--- src/hfn_pkg.sv ---
// Shared constants, register codes and unit interface types for the height field normal stream.
// Used by hfn_norm_unit and height_field_normal_stream_core; depends on nothing else.
package hfn_pkg;

    localparam int HEIGHT_BITS  = 16;
    localparam int MAX_COLUMNS  = 256;
    localparam int COL_BITS     = 8;
    localparam int ADDR_BITS    = $clog2(MAX_COLUMNS);
    localparam int ROW_BITS     = 12;
    localparam int CFG_BITS     = 12;
    localparam int DIFF_BITS    = HEIGHT_BITS + 1;
    localparam int MAG_BITS     = DIFF_BITS + 3;
    localparam int COMP_BITS    = 17;
    localparam int SHIFT_BITS   = 5;
    localparam int SQ_BITS      = 2 * COMP_BITS;
    localparam int SUM_BITS     = SQ_BITS + 2;
    localparam int REM_BITS     = SUM_BITS + 1;
    localparam int FRAC_STEPS   = 28;
    localparam int Q_BITS       = FRAC_STEPS + 1;
    localparam int QS_BITS      = Q_BITS + 1;
    localparam int ROOT_BITS    = QS_BITS / 2;
    localparam int RT_REM_BITS  = ROOT_BITS + 2;
    localparam int CNT_BITS     = 5;
    localparam int NORM_BITS    = 16;
    localparam int UNIT_Q12     = 4096;

    localparam logic [COL_BITS-1:0] LAST_COLUMN_RESET = 8'd128;
    localparam logic [ROW_BITS-1:0] LAST_ROW_RESET    = 12'd128;

    typedef enum logic {
        REG_LAST_COLUMN = 1'b0,
        REG_LAST_ROW    = 1'b1
    } cfg_reg_t;

    typedef struct packed {
        logic signed [DIFF_BITS-1:0] dx;
        logic signed [DIFF_BITS-1:0] dz;
    } norm_req_t;

    typedef struct packed {
        logic [ROOT_BITS-1:0] mag_x;
        logic [ROOT_BITS-1:0] mag_y;
        logic [ROOT_BITS-1:0] mag_z;
        logic                 neg_x;
        logic                 neg_z;
    } norm_rsp_t;

endpackage

--- src/hfn_norm_unit.sv ---
// Bit-serial unit normal of (-10dx, 1, -10dz): squares, restoring division and digit square root.
// Depends on hfn_pkg for widths and the request and response types.
module hfn_norm_unit (
    input  logic              aclk,
    input  logic              aresetn,
    input  logic              start,
    input  hfn_pkg::norm_req_t req,
    output logic              done,
    output hfn_pkg::norm_rsp_t rsp
);

    localparam int RT_REM_BITS_W = hfn_pkg::RT_REM_BITS + 2;

    typedef enum logic [5:0] {
        N_IDLE = 6'b000001,
        N_PREP = 6'b000010,
        N_SQ   = 6'b000100,
        N_SUM  = 6'b001000,
        N_DIV  = 6'b010000,
        N_SQRT = 6'b100000
    } nstate_t;

    nstate_t state_reg;
    logic signed [hfn_pkg::DIFF_BITS-1:0] dx_reg;
    logic signed [hfn_pkg::DIFF_BITS-1:0] dz_reg;
    logic [hfn_pkg::COMP_BITS-1:0]   m_reg [3];
    logic [hfn_pkg::SQ_BITS-1:0]     sq_reg [3];
    logic [hfn_pkg::ROOT_BITS-1:0]   res_reg [3];
    logic [hfn_pkg::SUM_BITS-1:0]    sum_reg;
    logic [hfn_pkg::REM_BITS-1:0]    rem_reg;
    logic [hfn_pkg::FRAC_STEPS-1:0]  quo_reg;
    logic [hfn_pkg::QS_BITS-1:0]     qs_reg;
    logic [hfn_pkg::RT_REM_BITS-1:0] rt_rem_reg;
    logic [hfn_pkg::ROOT_BITS-1:0]   root_reg;
    logic [hfn_pkg::CNT_BITS-1:0]    cnt_reg;
    logic [1:0]                      comp_reg;
    logic                            neg_x_reg;
    logic                            neg_z_reg;
    logic                            done_reg;

    logic [hfn_pkg::DIFF_BITS-1:0]   abs_x;
    logic [hfn_pkg::DIFF_BITS-1:0]   abs_z;
    logic [hfn_pkg::MAG_BITS-1:0]    mag_x;
    logic [hfn_pkg::MAG_BITS-1:0]    mag_z;
    logic [hfn_pkg::MAG_BITS-1:0]    mag_hi;
    logic [hfn_pkg::SHIFT_BITS-1:0]  shift;
    logic [hfn_pkg::REM_BITS-1:0]    div_t;
    logic [hfn_pkg::REM_BITS-1:0]    div_s;
    logic                            div_ge;
    logic [RT_REM_BITS_W-1:0]        rt_next;
    logic [RT_REM_BITS_W-1:0]        rt_trial;
    logic                            rt_ge;

    always_comb begin
        abs_x = dx_reg[hfn_pkg::DIFF_BITS-1] ? hfn_pkg::DIFF_BITS'(-dx_reg) : dx_reg;
        abs_z = dz_reg[hfn_pkg::DIFF_BITS-1] ? hfn_pkg::DIFF_BITS'(-dz_reg) : dz_reg;
        mag_x = (hfn_pkg::MAG_BITS'(abs_x) << 3) + (hfn_pkg::MAG_BITS'(abs_x) << 1);
        mag_z = (hfn_pkg::MAG_BITS'(abs_z) << 3) + (hfn_pkg::MAG_BITS'(abs_z) << 1);
        mag_hi = mag_x | mag_z;
        shift = '0;
        for (int i = 0; i < hfn_pkg::MAG_BITS - hfn_pkg::COMP_BITS; i++) begin
            if (mag_hi[hfn_pkg::COMP_BITS + i]) begin
                shift = hfn_pkg::SHIFT_BITS'(i + 1);
            end
        end
    end

    always_comb begin
        div_s = hfn_pkg::REM_BITS'(sum_reg);
        if (cnt_reg == '0) begin
            div_t = hfn_pkg::REM_BITS'(sq_reg[comp_reg]);
        end else begin
            div_t = rem_reg << 1;
        end
        div_ge = (div_t >= div_s);
        rt_next  = {rt_rem_reg, qs_reg[hfn_pkg::QS_BITS-1 -: 2]};
        rt_trial = {2'b00, root_reg, 2'b01};
        rt_ge    = (rt_next >= rt_trial);
    end

    always_ff @(posedge aclk) begin
        if (!aresetn) begin
            state_reg <= N_IDLE;
            done_reg  <= 1'b0;
            cnt_reg   <= '0;
            comp_reg  <= '0;
        end else begin
            done_reg <= 1'b0;
            unique case (state_reg)
                N_IDLE: begin
                    if (start) begin
                        dx_reg    <= req.dx;
                        dz_reg    <= req.dz;
                        state_reg <= N_PREP;
                    end
                end
                N_PREP: begin
                    m_reg[0]  <= hfn_pkg::COMP_BITS'(mag_x >> shift);
                    m_reg[1]  <= hfn_pkg::COMP_BITS'(hfn_pkg::UNIT_Q12 >> shift);
                    m_reg[2]  <= hfn_pkg::COMP_BITS'(mag_z >> shift);
                    neg_x_reg <= ~dx_reg[hfn_pkg::DIFF_BITS-1] & (|dx_reg);
                    neg_z_reg <= ~dz_reg[hfn_pkg::DIFF_BITS-1] & (|dz_reg);
                    cnt_reg   <= '0;
                    state_reg <= N_SQ;
                end
                N_SQ: begin
                    sq_reg[cnt_reg[1:0]] <= m_reg[cnt_reg[1:0]] * m_reg[cnt_reg[1:0]];
                    if (cnt_reg == hfn_pkg::CNT_BITS'(2)) begin
                        cnt_reg   <= '0;
                        state_reg <= N_SUM;
                    end else begin
                        cnt_reg <= cnt_reg + 1'b1;
                    end
                end
                N_SUM: begin
                    sum_reg <= hfn_pkg::SUM_BITS'(sq_reg[0]) + hfn_pkg::SUM_BITS'(sq_reg[1])
                             + hfn_pkg::SUM_BITS'(sq_reg[2]);
                    comp_reg  <= '0;
                    cnt_reg   <= '0;
                    state_reg <= N_DIV;
                end
                N_DIV: begin
                    rem_reg <= div_ge ? div_t - div_s : div_t;
                    quo_reg <= {quo_reg[hfn_pkg::FRAC_STEPS-2:0], div_ge};
                    if (cnt_reg == hfn_pkg::CNT_BITS'(hfn_pkg::FRAC_STEPS)) begin
                        qs_reg     <= {1'b0, quo_reg, div_ge};
                        root_reg   <= '0;
                        rt_rem_reg <= '0;
                        cnt_reg    <= '0;
                        state_reg  <= N_SQRT;
                    end else begin
                        cnt_reg <= cnt_reg + 1'b1;
                    end
                end
                N_SQRT: begin
                    rt_rem_reg <= rt_ge ? hfn_pkg::RT_REM_BITS'(rt_next - rt_trial)
                                        : hfn_pkg::RT_REM_BITS'(rt_next);
                    root_reg   <= {root_reg[hfn_pkg::ROOT_BITS-2:0], rt_ge};
                    qs_reg     <= qs_reg << 2;
                    if (cnt_reg == hfn_pkg::CNT_BITS'(hfn_pkg::ROOT_BITS - 1)) begin
                        res_reg[comp_reg] <= {root_reg[hfn_pkg::ROOT_BITS-2:0], rt_ge};
                        cnt_reg <= '0;
                        if (comp_reg == 2'd2) begin
                            done_reg  <= 1'b1;
                            state_reg <= N_IDLE;
                        end else begin
                            comp_reg  <= comp_reg + 1'b1;
                            state_reg <= N_DIV;
                        end
                    end else begin
                        cnt_reg <= cnt_reg + 1'b1;
                    end
                end
                default: state_reg <= N_IDLE;
            endcase
        end
    end

    assign done      = done_reg;
    assign rsp.mag_x = res_reg[0];
    assign rsp.mag_y = res_reg[1];
    assign rsp.mag_z = res_reg[2];
    assign rsp.neg_x = neg_x_reg;
    assign rsp.neg_z = neg_z_reg;

endmodule
--- config.mk ---
export PLATFORM = sky130hd
export DESIGN_NAME = hfn_norm_unit
export DESIGN_NICKNAME = d
export VERILOG_FILES = /design/src/hfn_pkg.sv /design/src/hfn_norm_unit.sv
export SDC_FILE = /design/constraint.sdc
export NUM_CORES = 1
export LEC_CHECK = 0
export BUFFER_PORTS_ARGS = -buffer_cell sky130_fd_sc_hd__buf_2
export CAP_MARGIN = 10
export CORE_MARGIN = 2
export CORE_UTILIZATION = 60
export CTS_BUF_LIST = sky130_fd_sc_hd__clkbuf_16
export DETAILED_ROUTE_END_ITERATION = 7
export PLACE_DENSITY = 0.84
export SLEW_MARGIN = 20
export SYNTH_ARGS = -nofsm -noshare
export SYNTH_HDL_FRONTEND = slang
export SYNTH_SLANG_ARGS = --single-unit
--- constraint.sdc ---
create_clock -name aclk -period 9.9 [get_ports aclk]
set_clock_uncertainty 0.05 [all_clocks]
set_input_delay 0.99 -clock aclk [delete_from_list [all_inputs] [get_ports aclk]]
set_output_delay 0.99 -clock aclk [all_outputs]
set_load 0.02 [all_outputs]
==> flow_summary.toml, run 1 <==
[finish]
area_delta_synth_final_pct = 8.52
drive_gt1_share_pct = 8.63
seq_area_sq_mm = 0.0128
largest_reg_flops = 132
fillCellCount = 3643
diodes = 0
nets = 3445
multiInputGateArea_sq_mm = 0.0170

[grt]
grt_max_degree = 65
grtUsageTotal_pct = 25.8
grt_pass1_wl_um = 113000
first_global_vias = 22700
grt_overflow = 0
antenna_found_initial = 0

[yosys]
syn-instance-count = 2867
synth_edf_count = 413
ys_warn_count = 0
yosys_most_used_dff = "edfxtp_1"
synthArstFlopShare_pct = 0
syn_avg_cell_area_sq_um = 11.0
synth_cell_type_count = 86
ys_ff_latch = 431
syn_area_sq_mm = 0.0316
syn_nets = 3360
ys_seq_area_share_pct = 40.4

[routing]
drcViolationCount = 0
wl_um = 68400
dr.pass1.iters = 6
post_drt_wl_per_cell_um = 18.6
vias = 21800
drtIter0Drc = 1854
final_antenna_net_count = 0
viasPerCell = 5.92

[place]
hpwl_um = 50200
gp_congestion = 0.962
placement.io_buffers = 84

[floorplan]
die_w_um = 233
die_area_sq_mm = 0.0544
coreArea_sq_mm = 0.0522
die_h_um = 233
start_util_pct = 60.4
io_pins = 85
rows = 84

[critical_path]
rrSetupSlack_ns = 1.29
critPathKind = "reg2reg"
rr_endpoint = "sq_reg[0][32]"
crit_arrival_ns = 8.91
required_ns = 10.20
crit_fanout = 26
cp-end-kind = "register"
ff2ff_path_depth = 25
worstSetupStartpointType = "register"

[cts]
cts_root_buffer = "clkbuf_16"
cts_tree = "built"
cts.reportedPaths.clkPinSlew_ns = 0.06
cts_hold_buf = 0
cts_max_path_buffers = 3
cts_resized = 0
clock_latency_ns = 0.60
cts_max_level = 2
postCtsSetupBuffers = 0
cts_buffers = 46
clock_sinks = 431

[outcome]
status = "finished clean"

[sta]
max_freq_mhz = 116
worst_pin_slew_ns = 1.01
setup_viol = 0
max_slew_margin_pct = 32.8
layout_min_cycle_time_ns = 8.61
finalSetupTns_ns = 0
final_hold_viol_count = 0
fin_crit_sh_pct = 86.9
slew_viol_final = 0
rsz0062_at_grt = "no"

[min_path]
hold_path.class = "reg2reg"
worstHoldPathCells = 0
min_from = "quo_reg[0]"
holdPathEnd = "quo_reg[1]"

[flow_run]
max_cap_viol_count = 0
==> critical path, cell delays in order, from the launching register on <==
cell	delay, ns
dfxtp_1	0.55
nor2_1	0.78
a22o_1	0.45
clkinv_1	0.40
nor2_1	0.26
inv_1	0.11
fa_1	0.45
fa_1	0.51
inv_1	0.04
ha_1	0.21
fa_1	0.54
inv_1	0.05
fa_1	0.46
fa_1	0.55
inv_1	0.05
ha_1	0.33
o21a_1	0.23
o21ai_0	0.25
a211oi_1	0.12
o41a_1	0.45
a41oi_1	0.43
o21ai_1	0.18
o211a_1	0.24
o21ai_1	0.16
o211ai_1	0.14
xor2_1	0.34
==> cells in the final DEF, fill, tap and decap left out, types with 24 or more instances in the layout <==
cell	count
a21o_1	54
a21oi_1	126
buf_2	84
clkbuf_16	46
edfxtp_1	413
fa_1	229
ha_1	227
inv_1	402
mux2i_1	55
mux4_2	33
nand2_1	346
nand3_1	33
nor2_1	208
nor3_1	32
o21a_1	24
o21ai_0	83
xnor2_1	126
xor2_1	38
==> cells in the mapped netlist (6+ instances only) <==
master / count / area, sq um
edfxtp_1: 413 / 12400
inv_1: 398 / 1490
nand2_1: 346 / 1300
fa_1: 229 / 4580
ha_1: 227 / 2840
nor2_1: 209 / 785
a21oi_1: 126 / 631
xnor2_1: 126 / 1100
o21ai_0: 83 / 415
mux2i_1: 55 / 551
a21o_1: 54 / 405
clkbuf_1: 49 / 184
xor2_1: 38 / 333
mux4_2: 33 / 743
nand3_1: 33 / 165
nor3_1: 32 / 160
o21a_1: 24 / 180
mux2_1: 23 / 259
nor2b_1: 20 / 125
a211oi_1: 19 / 143
and3_1: 19 / 119
and2_1: 18 / 113
dfxtp_1: 18 / 360
nand2b_1: 18 / 113
nand4_1: 16 / 100
o21ai_1: 14 / 70.1
a31oi_1: 13 / 81.3
o211ai_1: 13 / 97.6
o21bai_1: 13 / 97.6
mux2_2: 12 / 135
o31ai_1: 11 / 82.6
a22oi_1: 10 / 75.1
a22o_1: 9 / 78.8
buf_1: 8 / 30.0
a21boi_0: 7 / 52.6
nor3b_1: 7 / 52.6
or2_2: 7 / 43.8
or3_1: 7 / 43.8
a211o_1: 6 / 52.6
==> how the worst max path moves through the flow <==
| stage | endpoint | slack, ns | cells past startpoint |
|---|---|---|---|
| detailed placement | sq_reg[0][30] | 1.45 | 25 |
| global route | sq_reg[3][30] | 0.70 | 25 |
| floorplan | sq_reg[0][31] | 2.51 | 27 |
| global placement | sq_reg[0][31] | 1.77 | 24 |
| finish | sq_reg[0][32] | 1.29 | 25 |
| CTS | sq_reg[2][30] | 1.39 | 25 |
==> stage by stage <==
step	setup slack (ns)	hold slack, ns	util [%]	std cells	area (sq um)
after floorplan	2.51	0.367	-	2867	31600
after CTS	1.39	0.397	65.5	3677	34200
after global placement	1.77	0.374	62.6	3592	32700
final	1.29	0.394	65.6	3677	34200
after detailed placement	1.45	0.384	62.6	3592	32700
after global routing	0.702	0.403	65.6	3677	34200
==> metal layers <==
layer | vias to the layer above | routed length [um] | share of wire (%) | track usage [%]
met3 | 171 | 4290 | 6.3 | 3.71
met4 | 0 | 2060 | 3.0 | 9.36
met1 | 10700 | 27400 | 40 | 32.3
li1 | 10100 | - | - | -
met2 | 868 | 34700 | 51 | 45.5
met5 | - | 0 | 0 | 0
==> cell type report <==
type / count / area share, %
clock buffer: 46 / 3.36
clock inverter: 39 / 1.05
sequential: 431 / 37.3
timing repair buffer: 107 / 1.73
multi-input combinational: 1960 / 49.6
tap: 688 / 2.51
inverter: 406 / 4.45
==> kinds of logic after synthesis <==
| logic type | Yosys count | synth area share, % |
|---|---|---|
| and+or+nand+nor | 755 | 10.5 |
| xor gates and xnor gates | 166 | 4.66 |
| buffers and inverters | 476 | 5.84 |
| AOI/OAI and AO/OA | 460 | 9.67 |
| muxes | 123 | 5.35 |
| adders and majority gates | 456 | 23.5 |
| DFF | 431 | 40.4 |
Power of run 1 is left out: the tool's default activity adds up to more than one toggle a clock period on the data nets, which glitch-free logic cannot reach.
==> run 2, diff against run 1 <==
--- a/config.mk
+++ b/config.mk
@@ -10,7 +10,9 @@
 export CORE_MARGIN = 2
 export CORE_UTILIZATION = 60
 export CTS_BUF_LIST = sky130_fd_sc_hd__clkbuf_16
+export CTS_CLUSTER_DIAMETER = 60
 export DETAILED_ROUTE_END_ITERATION = 7
+export MAX_ROUTING_LAYER = met4
 export PLACE_DENSITY = 0.84
 export SLEW_MARGIN = 20
 export SYNTH_ARGS = -nofsm -noshare
==> flow_summary.toml, run 2 (same netlist as run 1, synthesis figures left out) <==
[outcome]
status = "finished clean"

[floorplan]
coreArea_sq_mm = 0.0522
io_pins = 85
start_util_pct = 60.4
die_h_um = 233
die_area_sq_mm = 0.0544
die_w_um = 233
rows = 84

[finish]
largest_reg_flops = 132
diodes = 0
fin_util_pct = 65.7
drive_gt1_share_pct = 8.57
fillCellCount = 3617
mostFrequentLayoutCell = "edfxtp_1"
area_delta_synth_final_pct = 8.82
nets = 3445
mostFrequentLayoutCells = "413 x edfxtp_1, 404 x inv_1, 346 x nand2_1"

[cts]
cts_max_level = 2
cts_root_buffer = "clkbuf_16"
cts_buffers = 46
cts_resized = 0
cts_tree = "built"
postCtsSetupBuffers = 0
clock_latency_ns = 0.60
clock_sinks = 431
cts_max_path_buffers = 3
cts_hold_buf = 0
cts.reportedPaths.clkPinSlew_ns = 0.06

[critical_path]
required_ns = 10.21
worstSetupStartpointType = "register"
crit_fanout = 26
rrSetupSlack_ns = 1.33
rr_endpoint = "sq_reg[3][31]"
cp-end-kind = "register"
ff2ff_path_depth = 24
critPathKind = "reg2reg"
crit_arrival_ns = 8.88

[routing]
drtIter0Drc = 1907
final_antenna_net_count = 0
post_drt_wl_per_cell_um = 18.9
dr.pass1.iters = 8
drcViolationCount = 0
vias = 21900
wl_um = 69600
viasPerCell = 5.97

[place]
placement.io_buffers = 84
gp_congestion = 0.994
hpwl_um = 50600

[sta]
setup_viol = 0
fin_crit_sh_pct = 86.5
max_slew_margin_pct = 30.5
slew_viol_final = 0
layout_min_cycle_time_ns = 8.57
finalSetupTns_ns = 0
max_freq_mhz = 117
worst_pin_slew_ns = 1.04
rsz0062_at_grt = "no"
whs_ns = 0.391
final_hold_viol_count = 0

[min_path]
min_from = "quo_reg[0]"
hold_path.class = "reg2reg"
worstHoldPathCells = 0
holdPathEnd = "quo_reg[1]"

[grt]
first_global_vias = 22600
grtUsageTotal_pct = 26.6
antenna_found_initial = 0
grt_max_degree = 63
grt_pass1_wl_um = 113000
grt_overflow = 0

[flow_run]
max_cap_viol_count = 0
run 2: cell types whose count changed in the layout (fill, tap and decap cells not counted), sizes merged:
cell / before / now
clkinv: 28 / 19
bufinv: 5 / 9
inv: 408 / 411
clkinvlp: 4 / 3
run 2: worst max path at each step:
stage	to	from	slack, ns	cells after the start
finish	sq_reg[3][31]	register	1.33	24
CTS	sq_reg[1][31]	register	1.38	24
global placement	sq_reg[0][31]	register	1.77	24
detailed placement	sq_reg[1][31]	register	1.45	24
floorplan	sq_reg[0][31]	register	2.51	27
global route	sq_reg[3][30]	register	0.78	25
run 2: area by class of cell:
| cell class | count | area [sq um] | share of cell area (%) |
|---|---|---|---|
| sequential | 431 | 12800 | 37.2 |
| tap | 688 | 861 | 2.51 |
| inverter | 406 | 1520 | 4.44 |
| clock inverter | 36 | 455 | 1.33 |
| clock buffer | 46 | 1150 | 3.35 |
| multi-input combinational | 1960 | 17000 | 49.5 |
| timing repair buffer | 107 | 593 | 1.73 |
run 2: critical path, stage by stage, from the launching register on:
cell and delay, ns:
dfxtp_1 0.55, nor2_1 0.78, a22o_1 0.44, clkinv_1 0.37
nor2_1 0.28, inv_1 0.09, fa_1 0.49, fa_1 0.54
inv_1 0.05, ha_1 0.31, ha_1 0.33, fa_1 0.55
inv_1 0.06, fa_1 0.52, inv_1 0.04, ha_1 0.24
a2111oi_2 0.44, o21ai_1 0.20, a311o_1 0.47, a41o_1 0.31
a211o_1 0.30, a211o_1 0.30, a31o_2 0.24, a21oi_1 0.18
xnor2_1 0.22
run 2: through the flow:
stage	instance area, sq um	instances	setup slack, ns
3_3_place_gp	32700	3592	1.77
4_1_cts	34300	3674	1.38
5_1_grt	34300	3674	0.785
2_1_floorplan	31600	2867	2.51
6_report	34300	3674	1.33
3_5_place_dp	32700	3592	1.45
run 2: routing by layer:
metal  GRT usage (%)  wire [um]  up-vias
li1                -          -    10100
met1            32.4      27800    10800
met2            45.7      35300      892
met3            3.58       4390      196
met4            9.39       2130        0
met5               -          0        -
Power of run 2 is left out for the same reason.
==> run 3, diff against run 2 <==
--- a/config.mk
+++ b/config.mk
@@ -7,6 +7,7 @@
 export LEC_CHECK = 0
 export BUFFER_PORTS_ARGS = -buffer_cell sky130_fd_sc_hd__buf_2
 export CAP_MARGIN = 10
+export CORE_ASPECT_RATIO = 2
 export CORE_MARGIN = 2
 export CORE_UTILIZATION = 60
 export CTS_BUF_LIST = sky130_fd_sc_hd__clkbuf_16
==> flow_summary.toml, run 3 (same netlist as run 1, synthesis figures left out) <==
[place]
hpwl_um = 58800
dp_slack_ns = 1.19
placement.io_buffers = 84
gp_congestion = 1.09

[floorplan]
die_h_um = 328
start_util_pct = 60.9
die_w_um = 166
rows = 118
io_pins = 85
coreArea_sq_mm = 0.0518
die_area_sq_mm = 0.0546

[finish]
fin_util_pct = 65.7
nets = 3445
area_delta_synth_final_pct = 7.86
mostFrequentLayoutCells = "413 x edfxtp_1, 402 x inv_1, 346 x nand2_1"
drive_gt1_share_pct = 8.55
largest_reg_flops = 132
diodes = 0
mostFrequentLayoutCell = "edfxtp_1"

[grt]
grt_max_degree = 65
grt_overflow = 0
first_global_vias = 24400
antenna_found_initial = 1
grtUsageTotal_pct = 28.7
grt_pass1_wl_um = 120000

[routing]
final_antenna_net_count = 0
post_drt_wl_per_cell_um = 20.6
drcViolationCount = 0
vias = 22200
drtIter0Drc = 1663
wl_um = 74900
dr.pass1.iters = 6
viasPerCell = 6.08

[sta]
slew_viol_final = 0
final_hold_viol_count = 0
fin_crit_sh_pct = 89.7
max_freq_mhz = 113
rsz0062_at_grt = "no"
worst_pin_slew_ns = 0.997
layout_min_cycle_time_ns = 8.88
max_slew_margin_pct = 33.4
worst_slack_ns = 1.02
setup_viol = 0
finalSetupTns_ns = 0

[critical_path]
crit_top_cell = "fa_1"
max_stage_delay_ns = 0.78
critPathKind = "reg2reg"
critPathSlowestCell = "nor2_1"
crit_arrival_ns = 9.14
crit_fanout = 26
cpLargestDelayFamily = "adder cells"
worstSetupStartpointType = "register"
cp_num_buf_inv = 5
required_ns = 10.17
cp-end-kind = "register"

[cts]
cts_max_path_buffers = 3
cts_max_level = 2
clock_latency_ns = 0.59
clock_sinks = 431
cts.reportedPaths.clkPinSlew_ns = 0.07
cts_resized = 0
postCtsSetupBuffers = 0
cts_buffers = 40
cts_root_buffer = "clkbuf_16"
cts_tree = "built"
cts_hold_buf = 0

[min_path]
hold_path.class = "reg2reg"
min_from = "quo_reg[0]"

[flow_run]
max_cap_viol_count = 0

[outcome]
status = "finished clean"
-- run 3: changes by cell type in the layout (fill, tap and decap cells not counted), sizes merged --
| cell | delta |
|---|---|
| bufinv | -7 |
| clkinvlp | +1 |
| buf | +6 |
| clkbuf | -6 |
| clkinv | +6 |
| inv | -2 |
-- run 3: cell type report --
cell class / instances / area [sq um]
fill: 3624 / 17800
multi-input combinational: 1960 / 17000
sequential: 431 / 12800
inverter: 406 / 1520
clock buffer: 40 / 1000
tap: 660 / 826
timing repair buffer: 113 / 638
clock inverter: 34 / 303
-- run 3: worst register-to-register path, cell delays in order (launching register included) --
cell	delay, ns
dfxtp_1	0.54
nor2_1	0.78
a22o_1	0.46
clkinv_1	0.50
nor2_1	0.29
inv_1	0.12
fa_1	0.46
fa_1	0.51
inv_1	0.04
ha_1	0.21
fa_1	0.54
inv_1	0.05
fa_1	0.47
fa_1	0.55
inv_1	0.04
ha_1	0.33
o21a_1	0.22
o21ai_0	0.21
a211oi_1	0.11
o41a_1	0.50
a41oi_1	0.46
o21ai_1	0.24
o21ai_0	0.38
o2111ai_1	0.19
a21oi_1	0.21
xnor2_1	0.13
-- run 3: layer usage --
metal  track usage (%)  vias up  wire [um]
met2              57.1      865      43600
met3              2.88      364       2950
met1              24.5    10900      22600
met4              19.6        0       5830
li1                  -    10000          -
met5                 -        -          0
-- run 3: per-stage QoR --
step / cells / hold slack, ns / instance area, sq um
after CTS: 3644 / 0.396 / 34000
after floorplan: 2867 / 0.367 / 31600
after global routing: 3644 / 0.419 / 34000
final: 3644 / 0.398 / 34000
after detailed placement: 3570 / 0.378 / 32700
after global placement: 3570 / 0.380 / 32700
-- run 3: final timing paths --
kind | endpoint | slack (ns) | cells past startpoint
worst max-delay path | sq_reg[3][30] | 1.02 | 25
worst min-delay path | quo_reg[1] | 0.40 | 0
worst max register to register | sq_reg[3][30] | 1.02 | 25
worst min register to register | quo_reg[1] | 0.40 | 0
Power of run 3 is left out for the same reason.
